===== src/hw/rtl/xfpr_pkg.sv =====
// Shared types and constants for the framed packet receiver.
// No dependencies; imported by every module of the block but xfpr_ram.
`default_nettype none
package xfpr_pkg;

  localparam int BYTE_W = 8;
  localparam int ID_W   = 5;
  localparam int LEN_W  = 6;
  localparam int EN_W   = 16;

  localparam logic [BYTE_W-1:0] SYNC_A    = 8'hAA;
  localparam logic [BYTE_W-1:0] SYNC_B    = 8'h55;
  localparam logic [BYTE_W-1:0] TAIL_MARK = 8'hEE;

  typedef enum logic [6:0] {
    ST_HUNT  = 7'b0000001,
    ST_SYNC2 = 7'b0000010,
    ST_ID    = 7'b0000100,
    ST_LEN   = 7'b0001000,
    ST_DATA  = 7'b0010000,
    ST_CHECK = 7'b0100000,
    ST_TAIL  = 7'b1000000
  } parse_state_t;

  // frame descriptor handed from parser to drain
  typedef struct packed {
    logic [ID_W-1:0]  id;
    logic [LEN_W-1:0] length;
    logic             bank;
  } frame_desc_t;

  // drain tells parser a buffer bank is free again
  typedef struct packed {
    logic valid;
    logic bank;
  } bank_release_t;

endpackage
`default_nettype wire


===== src/hw/rtl/xfpr_ram.sv =====
// Generic single-write, single-read RAM with registered read data.
// No dependencies.
`default_nettype none
module xfpr_ram #(
  parameter int WIDTH = 8,
  parameter int DEPTH = 128
) (
  input  wire logic                     clk,
  input  wire logic                     wr_en,
  input  wire logic [$clog2(DEPTH)-1:0] wr_addr,
  input  wire logic [WIDTH-1:0]         wr_data,
  input  wire logic                     rd_en,
  input  wire logic [$clog2(DEPTH)-1:0] rd_addr,
  output logic      [WIDTH-1:0]         rd_data
);

  logic [WIDTH-1:0] mem [DEPTH];

  always_ff @(posedge clk) begin
    if (wr_en) begin
      mem[wr_addr] <= wr_data;
    end
    if (rd_en) begin
      rd_data <= mem[rd_addr];
    end
  end

endmodule
`default_nettype wire


===== src/hw/rtl/xfpr_parser.sv =====
// Front end: frame parser, payload writes into the current buffer bank,
// enable register and bank ownership. Depends on xfpr_pkg.
`default_nettype none
module xfpr_parser import xfpr_pkg::*; #(
  parameter int MAX_ID      = 16,
  parameter int MAX_PAYLOAD = 59,
  parameter int IDX_W       = $clog2(MAX_PAYLOAD + 1)
) (
  input  wire logic                clk,
  input  wire logic                rst_n,
  input  wire logic                in_valid,
  output logic                     in_stall,
  input  wire logic [BYTE_W-1:0]   in_rx_byte,
  input  wire logic                cfg_wr_en,
  input  wire logic [EN_W-1:0]     cfg_wr_data,
  output logic                     wr_en,
  output logic [IDX_W:0]           wr_addr,
  output logic [BYTE_W-1:0]        wr_data,
  output logic                     push,
  output frame_desc_t              push_desc,
  input  wire bank_release_t       release_i
);

  localparam logic [BYTE_W-1:0] MAX_ID_B  = BYTE_W'(MAX_ID);
  localparam logic [BYTE_W-1:0] MAX_PAY_B = BYTE_W'(MAX_PAYLOAD);

  parse_state_t      state_r, state_nxt;
  logic [ID_W-1:0]   id_r, id_nxt;
  logic [LEN_W-1:0]  len_r, len_nxt;
  logic [LEN_W-1:0]  cnt_r, cnt_nxt;
  logic [BYTE_W-1:0] xor_r, xor_nxt;
  logic              wbank_r, wbank_nxt;
  logic [1:0]        busy_r, busy_nxt;
  logic [EN_W-1:0]   en_ids_r;

  logic              accept;
  logic [LEN_W:0]    cnt_inc;
  logic [ID_W-1:0]   id_m1;
  logic              id_en;

  assign in_stall  = busy_r[wbank_r];
  assign accept    = in_valid && !in_stall;
  assign cnt_inc   = {1'b0, cnt_r} + (LEN_W+1)'(1);
  assign id_m1     = id_r - ID_W'(1);
  assign id_en     = (id_m1 < ID_W'(EN_W)) && en_ids_r[id_m1[3:0]];

  assign wr_addr   = {wbank_r, cnt_r[IDX_W-1:0]};
  assign wr_data   = in_rx_byte;
  assign push_desc = '{id: id_r, length: len_r, bank: wbank_r};

  always_comb begin
    state_nxt = state_r;
    id_nxt    = id_r;
    len_nxt   = len_r;
    cnt_nxt   = cnt_r;
    xor_nxt   = xor_r;
    wbank_nxt = wbank_r;
    wr_en     = 1'b0;
    push      = 1'b0;
    if (accept) begin
      case (state_r)
        ST_HUNT: begin
          if (in_rx_byte == SYNC_A) state_nxt = ST_SYNC2;
        end
        ST_SYNC2: begin
          state_nxt = (in_rx_byte == SYNC_B) ? ST_ID : ST_HUNT;
        end
        ST_ID: begin
          if (in_rx_byte == '0 || in_rx_byte > MAX_ID_B) begin
            state_nxt = ST_HUNT;
          end else begin
            id_nxt    = in_rx_byte[ID_W-1:0];
            state_nxt = ST_LEN;
          end
        end
        ST_LEN: begin
          if (in_rx_byte > MAX_PAY_B) begin
            state_nxt = ST_HUNT;
          end else begin
            len_nxt   = in_rx_byte[LEN_W-1:0];
            cnt_nxt   = '0;
            xor_nxt   = '0;
            state_nxt = (in_rx_byte == '0) ? ST_CHECK : ST_DATA;
          end
        end
        ST_DATA: begin
          wr_en   = 1'b1;
          xor_nxt = xor_r ^ in_rx_byte;
          cnt_nxt = cnt_inc[LEN_W-1:0];
          if (cnt_inc >= {1'b0, len_r}) state_nxt = ST_CHECK;
        end
        ST_CHECK: begin
          state_nxt = (in_rx_byte == xor_r) ? ST_TAIL : ST_HUNT;
        end
        ST_TAIL: begin
          if (in_rx_byte == TAIL_MARK && id_en) begin
            push      = 1'b1;
            wbank_nxt = ~wbank_r;
          end
          state_nxt = ST_HUNT;
        end
        default: begin
          state_nxt = ST_HUNT;
        end
      endcase
    end
  end

  always_comb begin
    busy_nxt = busy_r;
    if (release_i.valid) busy_nxt[release_i.bank] = 1'b0;
    if (push) busy_nxt[wbank_r] = 1'b1;
  end

  always_ff @(posedge clk) begin
    if (!rst_n) begin
      state_r  <= ST_HUNT;
      id_r     <= '0;
      len_r    <= '0;
      cnt_r    <= '0;
      xor_r    <= '0;
      wbank_r  <= 1'b0;
      busy_r   <= '0;
      en_ids_r <= '0;
    end else begin
      state_r <= state_nxt;
      id_r    <= id_nxt;
      len_r   <= len_nxt;
      cnt_r   <= cnt_nxt;
      xor_r   <= xor_nxt;
      wbank_r <= wbank_nxt;
      busy_r  <= busy_nxt;
      if (cfg_wr_en) en_ids_r <= cfg_wr_data;
    end
  end

endmodule
`default_nettype wire


===== src/hw/rtl/xfpr_desc_fifo.sv =====
// Two-entry queue of frame descriptors between parser and drain.
// Depends on xfpr_pkg.
`default_nettype none
module xfpr_desc_fifo import xfpr_pkg::*; (
  input  wire logic        clk,
  input  wire logic        rst_n,
  input  wire logic        push,
  input  wire frame_desc_t push_desc,
  input  wire logic        pop,
  output logic             not_empty,
  output frame_desc_t      head
);

  frame_desc_t e0_r, e0_nxt, e1_r, e1_nxt;
  logic [1:0]  cnt_r, cnt_nxt;
  logic [1:0]  cnt_after_pop;

  assign not_empty     = (cnt_r != 2'd0);
  assign head          = e0_r;
  assign cnt_after_pop = (pop && not_empty) ? cnt_r - 2'd1 : cnt_r;

  always_comb begin
    e0_nxt  = e0_r;
    e1_nxt  = e1_r;
    if (pop && not_empty) e0_nxt = e1_r;
    if (push) begin
      if (cnt_after_pop == 2'd0) e0_nxt = push_desc;
      else                       e1_nxt = push_desc;
    end
    cnt_nxt = cnt_after_pop + {1'b0, push};
  end

  always_ff @(posedge clk) begin
    if (!rst_n) begin
      cnt_r <= '0;
    end else begin
      cnt_r <= cnt_nxt;
    end
    e0_r <= e0_nxt;
    e1_r <= e1_nxt;
  end

endmodule
`default_nettype wire


===== src/hw/rtl/xfpr_drain.sv =====
// Back end: walks a frame's buffered payload and drives the result channel
// through a read stage and an output register. Depends on xfpr_pkg.
`default_nettype none
module xfpr_drain import xfpr_pkg::*; #(
  parameter int MAX_PAYLOAD = 59,
  parameter int IDX_W       = $clog2(MAX_PAYLOAD + 1)
) (
  input  wire logic              clk,
  input  wire logic              rst_n,
  input  wire logic              q_not_empty,
  input  wire frame_desc_t       q_head,
  output logic                   q_pop,
  output logic                   rd_en,
  output logic [IDX_W:0]         rd_addr,
  input  wire logic [BYTE_W-1:0] rd_data,
  output bank_release_t          release_o,
  output logic                   out_valid,
  input  wire logic              out_stall,
  output logic [ID_W-1:0]        out_frame_id,
  output logic [LEN_W-1:0]       out_frame_length,
  output logic [BYTE_W-1:0]      out_payload_byte,
  output logic [LEN_W-1:0]       out_byte_index,
  output logic                   out_last
);

  typedef struct packed {
    logic [ID_W-1:0]  id;
    logic [LEN_W-1:0] length;
    logic [LEN_W-1:0] index;
    logic             last;
    logic             empty;
  } rd_meta_t;

  logic              active_r;
  frame_desc_t       cur_r;
  logic [LEN_W-1:0]  k_r;
  logic              s1_valid_r;
  rd_meta_t          s1_r;
  logic              out_valid_r;
  rd_meta_t          out_meta_r;
  logic [BYTE_W-1:0] out_byte_r;

  logic              adv_out, s1_move, s1_free;
  logic [LEN_W:0]    k_inc;
  logic              is_last;
  rd_meta_t          issue_meta;

  assign adv_out = !out_valid_r || !out_stall;
  assign s1_move = s1_valid_r && adv_out;
  assign s1_free = !s1_valid_r || s1_move;
  assign rd_en   = active_r && s1_free;
  assign q_pop   = !active_r && q_not_empty;
  assign rd_addr = {cur_r.bank, k_r[IDX_W-1:0]};
  assign k_inc   = {1'b0, k_r} + (LEN_W+1)'(1);
  assign is_last = (cur_r.length == '0) || (k_inc == {1'b0, cur_r.length});

  assign issue_meta = '{id: cur_r.id, length: cur_r.length, index: k_r,
                        last: is_last, empty: (cur_r.length == '0)};

  assign release_o = '{valid: rd_en && is_last, bank: cur_r.bank};

  assign out_valid        = out_valid_r;
  assign out_frame_id     = out_meta_r.id;
  assign out_frame_length = out_meta_r.length;
  assign out_byte_index   = out_meta_r.index;
  assign out_last         = out_meta_r.last;
  assign out_payload_byte = out_byte_r;

  always_ff @(posedge clk) begin
    if (!rst_n) begin
      active_r    <= 1'b0;
      s1_valid_r  <= 1'b0;
      out_valid_r <= 1'b0;
    end else begin
      if (q_pop) begin
        active_r <= 1'b1;
      end else if (rd_en && is_last) begin
        active_r <= 1'b0;
      end
      if (rd_en) begin
        s1_valid_r <= 1'b1;
      end else if (s1_move) begin
        s1_valid_r <= 1'b0;
      end
      if (s1_move) begin
        out_valid_r <= 1'b1;
      end else if (adv_out) begin
        out_valid_r <= 1'b0;
      end
    end
  end

  always_ff @(posedge clk) begin
    if (q_pop) begin
      cur_r <= q_head;
      k_r   <= '0;
    end else if (rd_en) begin
      k_r <= k_inc[LEN_W-1:0];
    end
    if (rd_en) s1_r <= issue_meta;
    if (s1_move) begin
      out_meta_r <= s1_r;
      out_byte_r <= s1_r.empty ? '0 : rd_data;
    end
  end

endmodule
`default_nettype wire


===== src/hw/rtl/xor_framed_packet_receiver.sv =====
// Framed packet receiver: takes link bytes, checks 0xAA 0x55 id len
// payload xor 0xEE frames and emits the payload of good, enabled frames.
// Inputs accept one byte per beat on in_valid/in_stall; results leave one
// payload byte per beat on out_valid/out_stall, last byte flagged by
// out_last. An enabled empty frame yields a single beat with out_last set.
// cfg_wr_en/cfg_wr_data write the enabled-id mask (bit n = id n+1).
// Payload is buffered in a two-bank RAM: the parser fills one bank while
// the drain side empties the other. A queued frame's bytes are read from
// the RAM and registered at the output, one beat per cycle while out_stall
// is low; the next descriptor is popped before the next frame's first read.
// Input runs at one byte per cycle while in_stall is low; in_stall rises
// only while the bank the parser writes into still holds a frame the drain
// has not finished reading, i.e. two good, enabled frames wait on a stall.
// Reset (rst_n low, synchronous) returns the parser to hunting, clears the
// mask, empties the queue and drops any pending results.
// Depends on xfpr_pkg, xfpr_parser, xfpr_desc_fifo, xfpr_drain, xfpr_ram.
`default_nettype none
module xor_framed_packet_receiver import xfpr_pkg::*; #(
  parameter int MAX_ID      = 16,
  parameter int MAX_PAYLOAD = 59
) (
  input  wire logic              clk,
  input  wire logic              rst_n,
  input  wire logic              in_valid,
  output logic                   in_stall,
  input  wire logic [BYTE_W-1:0] in_rx_byte,
  input  wire logic              cfg_wr_en,
  input  wire logic [EN_W-1:0]   cfg_wr_data,
  output logic                   out_valid,
  input  wire logic              out_stall,
  output logic [ID_W-1:0]        out_frame_id,
  output logic [LEN_W-1:0]       out_frame_length,
  output logic [BYTE_W-1:0]      out_payload_byte,
  output logic [LEN_W-1:0]       out_byte_index,
  output logic                   out_last
);

  localparam int IDX_W     = $clog2(MAX_PAYLOAD + 1);
  localparam int RAM_DEPTH = 2 << IDX_W;

  logic              wr_en, rd_en;
  logic [IDX_W:0]    wr_addr, rd_addr;
  logic [BYTE_W-1:0] wr_data, rd_data;
  logic              push, pop, q_not_empty;
  frame_desc_t       push_desc, q_head;
  bank_release_t     bank_rel;

  xfpr_parser #(
    .MAX_ID      (MAX_ID),
    .MAX_PAYLOAD (MAX_PAYLOAD),
    .IDX_W       (IDX_W)
  ) u_parser (
    .clk         (clk),
    .rst_n       (rst_n),
    .in_valid    (in_valid),
    .in_stall    (in_stall),
    .in_rx_byte  (in_rx_byte),
    .cfg_wr_en   (cfg_wr_en),
    .cfg_wr_data (cfg_wr_data),
    .wr_en       (wr_en),
    .wr_addr     (wr_addr),
    .wr_data     (wr_data),
    .push        (push),
    .push_desc   (push_desc),
    .release_i   (bank_rel)
  );

  xfpr_desc_fifo u_fifo (
    .clk       (clk),
    .rst_n     (rst_n),
    .push      (push),
    .push_desc (push_desc),
    .pop       (pop),
    .not_empty (q_not_empty),
    .head      (q_head)
  );

  xfpr_ram #(
    .WIDTH (BYTE_W),
    .DEPTH (RAM_DEPTH)
  ) u_ram (
    .clk     (clk),
    .wr_en   (wr_en),
    .wr_addr (wr_addr),
    .wr_data (wr_data),
    .rd_en   (rd_en),
    .rd_addr (rd_addr),
    .rd_data (rd_data)
  );

  xfpr_drain #(
    .MAX_PAYLOAD (MAX_PAYLOAD),
    .IDX_W       (IDX_W)
  ) u_drain (
    .clk              (clk),
    .rst_n            (rst_n),
    .q_not_empty      (q_not_empty),
    .q_head           (q_head),
    .q_pop            (pop),
    .rd_en            (rd_en),
    .rd_addr          (rd_addr),
    .rd_data          (rd_data),
    .release_o        (bank_rel),
    .out_valid        (out_valid),
    .out_stall        (out_stall),
    .out_frame_id     (out_frame_id),
    .out_frame_length (out_frame_length),
    .out_payload_byte (out_payload_byte),
    .out_byte_index   (out_byte_index),
    .out_last         (out_last)
  );

endmodule
`default_nettype wire


===== config.mk =====
export PLATFORM = sky130hd
export DESIGN_NAME = xor_framed_packet_receiver
export DESIGN_NICKNAME = d
export VERILOG_FILES = /design/src/hw/rtl/xfpr_pkg.sv /design/src/hw/rtl/xfpr_ram.sv /design/src/hw/rtl/xfpr_parser.sv /design/src/hw/rtl/xfpr_desc_fifo.sv /design/src/hw/rtl/xfpr_drain.sv /design/src/hw/rtl/xor_framed_packet_receiver.sv
export SDC_FILE = /design/constraint.sdc
export NUM_CORES = 1
export LEC_CHECK = 0
export BUFFER_PORTS_ARGS = -buffer_cell sky130_fd_sc_hd__clkbuf_2
export CORE_ASPECT_RATIO = 1.25
export CORE_UTILIZATION = 57
export CTS_CLUSTER_DIAMETER = 50
export DETAILED_ROUTE_END_ITERATION = 10
export GPL_TIMING_DRIVEN = 0
export PLACE_DENSITY = 0.76
export SLEW_MARGIN = 10
export SYNTH_ARGS = -nofsm -noshare
export SYNTH_HDL_FRONTEND = slang
export SYNTH_SLANG_ARGS = --single-unit

===== constraint.sdc =====
create_clock -name clk -period 2.9 [get_ports clk]
set_input_delay 0.435 -clock clk [delete_from_list [all_inputs] [get_ports clk]]
set_output_delay 0.435 -clock clk [all_outputs]
set_load 0.02 [all_outputs]

## Word level (Yosys, flattened, before mapping)

Memory sizes are Yosys's and may differ from the RTL's. A register that Yosys moved wholly into a read port is not among the register bits.
Index checks and enable logic that the tools add are counted.

- Register bits: 143
- Latch bits: 0
- Bits in writable memories: 1,024
- Bits in read-only memories: 0
- Bits of input ports: 29
- Output and inout bits: 28
- Word-level logic and storage cells: 142
- Memories: 1

Memories:

| memory | words | width | rd ports | clocked after memory_dff | write ports | line | text |
|---|---|---|---|---|---|---|---|
| u_ram.mem | 128 | 8 | 1 | 1 | 1 | xfpr_ram.sv:17 | `logic [WIDTH-1:0] mem [DEPTH];` |

- $add $sub $neg: 5
- Multipliers: 0
- Div/mod/pow operators: 0
- Magnitude comparators: 9
- Eq/ne operators: 15
- Shift-type cells: 0
- Muxes and demuxes: 39
- Bitwise operators: 8
- Reduce and logical (&&, ||, !) cells: 33

Operators with widths:

| cell | count |
|---|---|
| $pmux 7 s6 | 1 |
| $mux 12 | 3 |
| $mux 7 | 4 |
| $mux 1 | 18 |
| $eq 8x8->1 const B | 2 |
| $pmux 8 s2 | 1 |
| $reduce_and 3->1 | 5 |
| $add 6x1->7 const B | 2 |
| $mux 6 | 2 |
| $pmux 6 s2 | 1 |
| $logic_and 1x1->1 | 10 |
| $reduce_bool 2->1 | 5 |
| $eq 8x7->1 const B | 1 |
| $eq 8x8->1 | 1 |
| $gt 8x5->1 const B | 1 |
| $gt 8x6->1 const B | 1 |
| $logic_not 8->1 | 1 |
| $mux 8 | 1 |
| $xor 8x8->8 | 1 |
| $eq 7x1->1 const B | 1 |
| $eq 7x2->1 const B | 1 |
| $eq 7x3->1 const B | 1 |
| $eq 7x4->1 const B | 1 |
| $eq 7x5->1 const B | 1 |
| 27 further kinds | 43 |

## Longest topological paths before layout

- Depth after elaboration: 9
- Mapped depth: 11
- Gate-level depth less buffers: 10

## Hierarchy

Synthesis repeated with hierarchy kept, for this count alone.

- Cell total of the unflattened synthesis: 2,182
- Area total of the unflattened synthesis: 46,229.3 um^2

Modules (own cells, without submodules):

| module | instances | cells each | area an instance (um^2) | seq. area each (um^2) |
|---|---|---|---|---|
| xfpr_ram | 1 | 1,635 | 39,745.6 | 30,989.7 |
| xfpr_parser | 1 | 337 | 2,880.3 | 1,021.0 |
| xfpr_drain | 1 | 141 | 2,436.1 | 1,891.8 |
| xfpr_desc_fifo | 1 | 69 | 1,167.4 | 640.6 |

## Worst setup path before layout

OpenSTA, ideal clock, no wires.

- Path type: register to register
- Start point: register u_parser.state_r[0]
- End point: memory u_ram.mem[68][0] (enable)
- Setup time: 398 ps
- Data arrival time: 2,565 ps
- Data required time: 2,502 ps
- Slack: -63 ps
- Cell stages (with the launch flop): 7
- Buffers on the path: 0
- Period minus slack after synthesis: 2,963 ps
- Cells stage by stage: dfxtp_1 > or4_4 > nor2_1 > nand2_1 > nor2_2 > nand3_1 > nor4b_1

- Longest elaborated chain between the ends: 5

Ends and longest elaborated chain:

| what | line | text |
|---|---|---|
| from (decl) | xfpr_parser.sv:27 | `parse_state_t state_r, state_nxt;` |
| from (signal assigned) | xfpr_parser.sv:126 | `state_r <= state_nxt;` |
| $eq 7x5->1 | xfpr_parser.sv:61 | `case (state_r)` |
| $mux 1 | xfpr_parser.sv:61 |  |
| $mux 1 | xfpr_parser.sv:60 | `if (accept) begin` |
| $mux 1 | xfpr_ram.sv:20 | `if (wr_en) begin` |
| $mux 1 (not written as such) | xfpr_ram.sv:21 | `mem[wr_addr] <= wr_data;` |
| to (decl) | xfpr_ram.sv:17 |  |

No other way between the ends.

==> results.md <==
* Synthesized area at about 46000 um2
* Post-CTS Hold Buffers at 0
* CP Class: flop to flop
* Syn nets at 2509
* CTS H-tree depth at 3
* Clock skew at 38.36 ps
* Tmin final at a little under 3000 ps
* Critical path's slowest cell: nand3_1
* PnR worst setup slack at -54.72 ps
* Core area at 80120 um2
* CP top delay family: simple AND/OR/NAND/NOR gates
* Most used DFF post-synth: edfxtp_1
* Total congestion overflow at 0
* Cells along the critical path: clkbuf_1, nand3_1, a211o_1, a21oi_2, nor4_4, and3_2
* Final Instance Count excl. Fillers at 3812
* WP data required at 3310 ps
* Synth Area in Simple Gates at 0.04148
* Most frequent cells in the layout: 1101 x edfxtp_1, 197 x mux4_2, 176 x mux2i_1, 116 x clkbuf_16, 80 x nor2_4
* CTS tree: yes
* Post-synthesis register bit count at between 1000 and 1500
* Main combinational cell family by area after synthesis: multiplexers
* RSZ-0062 raised after global routing: true
* Initial Utilization at 0.5757
* Layout net count at around 2700
* Sequential element share of the synthesized area at 0.7490
* Via count at 24780
* Clock latency on the worst-skew pair at 700 ps
* Post-route DRC at 0
* Power per cell area at 654.4 nW/um2
* Die ar. at 82060 um2
* Vias per inst at around 6.5
* First-pass GRT wire length at around 160000 um
* Syn Area/Cell at 18.68 um2
* Die width at between 200 and 300 um
* Syn Inst Count at around 2500
* CTS sink cnt at between 1000 and 1500
* Crit path DAT at 3370 ps
* Layout area overhead at 15.68%
* Clock-pin slew on the worst setup and hold paths at 60 ps
* Slew Limit Fails at 0
* Final Wtd Congestion at 0.9072
* Max-cap viol count at 0
* Post-synthesis compound-gate area fraction at 0.03570
* Worst hold-check path type: primary input to flop
* First drt pass iteration count at 8
* Largest net degree at the start of global routing at 136
* Inst Count DP at 3592
* Cell Rows at 116
* Final worst path period share at 1.019
* Leak at 0.01647 uW
* Post-Synth Adder-Cell Area at 0.002984
* Gr usage total at 0.2748
* Status: finished, violations left
* Drt wl/cell at 29.51 um
* Final Setup Violations at 30
* Synth async-reset ratio at 0
* Share of cells above drive strength 1 at 0.2904
* Xor/xnor share of the synthesized area at 0.005317
* ANT nets after route at 0
* Max frequency at roughly 340 MHz
* Number of DRC markers in iteration 0 at 3064
* Warnings from Yosys at 0
* Worst Tran Pin Value at roughly 1000 ps
* CP Max Fanout at 10
* Failing checks: setup timing
* Max incr delay on CP at 640 ps
* Peak supply drop at 0.4509 mV
* Util after Layout at 0.6659
* EDFF count, synth at 1101
* Final WL at 112500 um
* Initial antenna violation count at 1
* CTS max path bufs at 3
* CTS Buf Count at 109
* Most common cell after layout, fill and taps aside: edfxtp_1
* Port Buffers at 54
* Netlist cell types at 64
* Kind of end point of the critical path: flop
* Mux cell area share after synthesis at 0.1502
* Final hold violations at 0
* Number of global-route vias before repair at 25200
* Crit path launch type: flop
* DP HPWL at just over 70000 um
* Root Buffer: clkbuf_16
* Buffers and inverters on the worst path at 1
* Power, Total at 34920 uW
* Chip Height at between 300 and 400 um
* Slew HR at 0.3216
* I/O pins at 57
==> Yosys cell counts, drive strengths merged, types with 10 or more instances <==
master | number | share of area
edfxtp | 1101 | 0.72
nor4 | 17 | 0.0023
o22ai | 58 | 0.0079
xnor2 | 10 | 0.0019
xor2 | 18 | 0.0034
inv | 17 | 0.0014
nand3 | 27 | 0.0030
nand2 | 72 | 0.0059
mux4 | 197 | 0.096
nor2b | 14 | 0.0019
mux2i | 179 | 0.039
nor2 | 193 | 0.016
nand3b | 16 | 0.0026
and3 | 10 | 0.0014
o21ai | 29 | 0.0031
a211o | 32 | 0.0061
a211oi | 17 | 0.0028
clkbuf | 75 | 0.0061
ha | 11 | 0.0030
mux2 | 61 | 0.015
a21oi | 72 | 0.0078
dfxtp | 74 | 0.032
buf | 70 | 0.0077
==> timing repair <==
item / 4_1_cts / 5_1_grt
endpoints found under the hold margin: 0 / 0
setup buffers: 17 / 7
gates resized for setup: 350 / 79
endpoints found under the setup margin: 1029 / 533
pin swaps: 24 / 9
cloned: 0 / 1
==> per-layer routing <==
layer | GRT usage | vias to the layer above | part of all wire
met5 | 0 | - | 0
met4 | 0.1479 | 0 | 0.049
met3 | 0.04121 | 288 | 0.080
met2 | 0.4636 | 1399 | 0.51
met1 | 0.3450 | 12750 | 0.36
li1 | - | 10350 | -
==> per-stage QoR <==
| step | hold WS (ps) | setup WS, ps | instance area [um2] | TNS (ps) |
|---|---|---|---|---|
| 3_3_place_gp | 403.6 | -2109 | 47730 | -700740 |
| 3_5_place_dp | 405.4 | -1210 | 47960 | -589450 |
| 4_1_cts | 1.700 | -63.47 | 53020 | -90.70 |
| 2_1_floorplan | 400.3 | 68.89 | 46130 | 0 |
| 6_report | 11.00 | -54.72 | 53350 | -487.0 |
| 5_1_grt | 17.50 | -75.36 | 53350 | -2013 |
==> flip-flops by register name, indices dropped and copies added (netlist names), 5 cells and up <==
name                      count
u_parser.len_r                6
u_fifo.head                  12
u_drain.out_byte_index        6
u_drain.k_r                   6
u_drain.out_frame_length      6
u_ram.rd_data                 8
u_parser.cnt_r                6
u_parser.en_ids_r            16
u_drain.out_payload_byte      8
u_parser.state_r              7
u_ram.mem                  1024
u_parser.id_r                 5
u_drain.out_frame_id          5
u_drain.cur_r                11
u_fifo.e1_r                  12
u_parser.xor_r                8
u_drain.s1_r                 19
==> worst register-to-register path: cells and delay by family, from the launching register on <==
| family | cells | cell delay, ps |
|---|---|---|
| simple gates | 3 | 1010 |
| flops | 1 | 360 |
| compound gates | 2 | 730 |
| buf+inv | 1 | 580 |
==> path summary, 6_finish.rpt <==
path                            slack (ps)              endpoint         startpoint  cells past startpoint
worst max-delay path                   -50      u_ram.rd_data[2]     u_drain.k_r[5]                      6
worst min-delay path                    10  u_parser.en_ids_r[5]     cfg_wr_data[5]                      3
worst max register to register         -50      u_ram.rd_data[2]     u_drain.k_r[5]                      6
worst min register to register         420      u_drain.s1_r[18]  u_drain.cur_r[11]                      0
==> area by class of cell <==
type	instances	area, um2
repair buffers	86	818.3
flip-flops and latches	1175	34550
diodes	2	5.005
fillers	4935	26760
plain buffers	136	979.7
well taps	1062	1329
inverters	19	71.32
clock buffers	129	2845
multi-input cells	1130	12040
clock inverters	73	709.4
==> where the power goes <==
part           total, uW  switching (uW)  internal, uW
clock              14300            6240          8030
sequential         18600            34.9         18500
combinational       2070            1220           852
total              34900            7500         27400
==> cell families after synthesis <==
logic type | after synthesis
and+or+nand+nor | 402
AOI/OAI and AO/OA | 252
xor gates and xnor gates | 28
DFF | 1175
adders and majority gates | 11
muxes | 437
buffers and inverters | 164
Note: power is estimated with default switching activity, not from simulation.
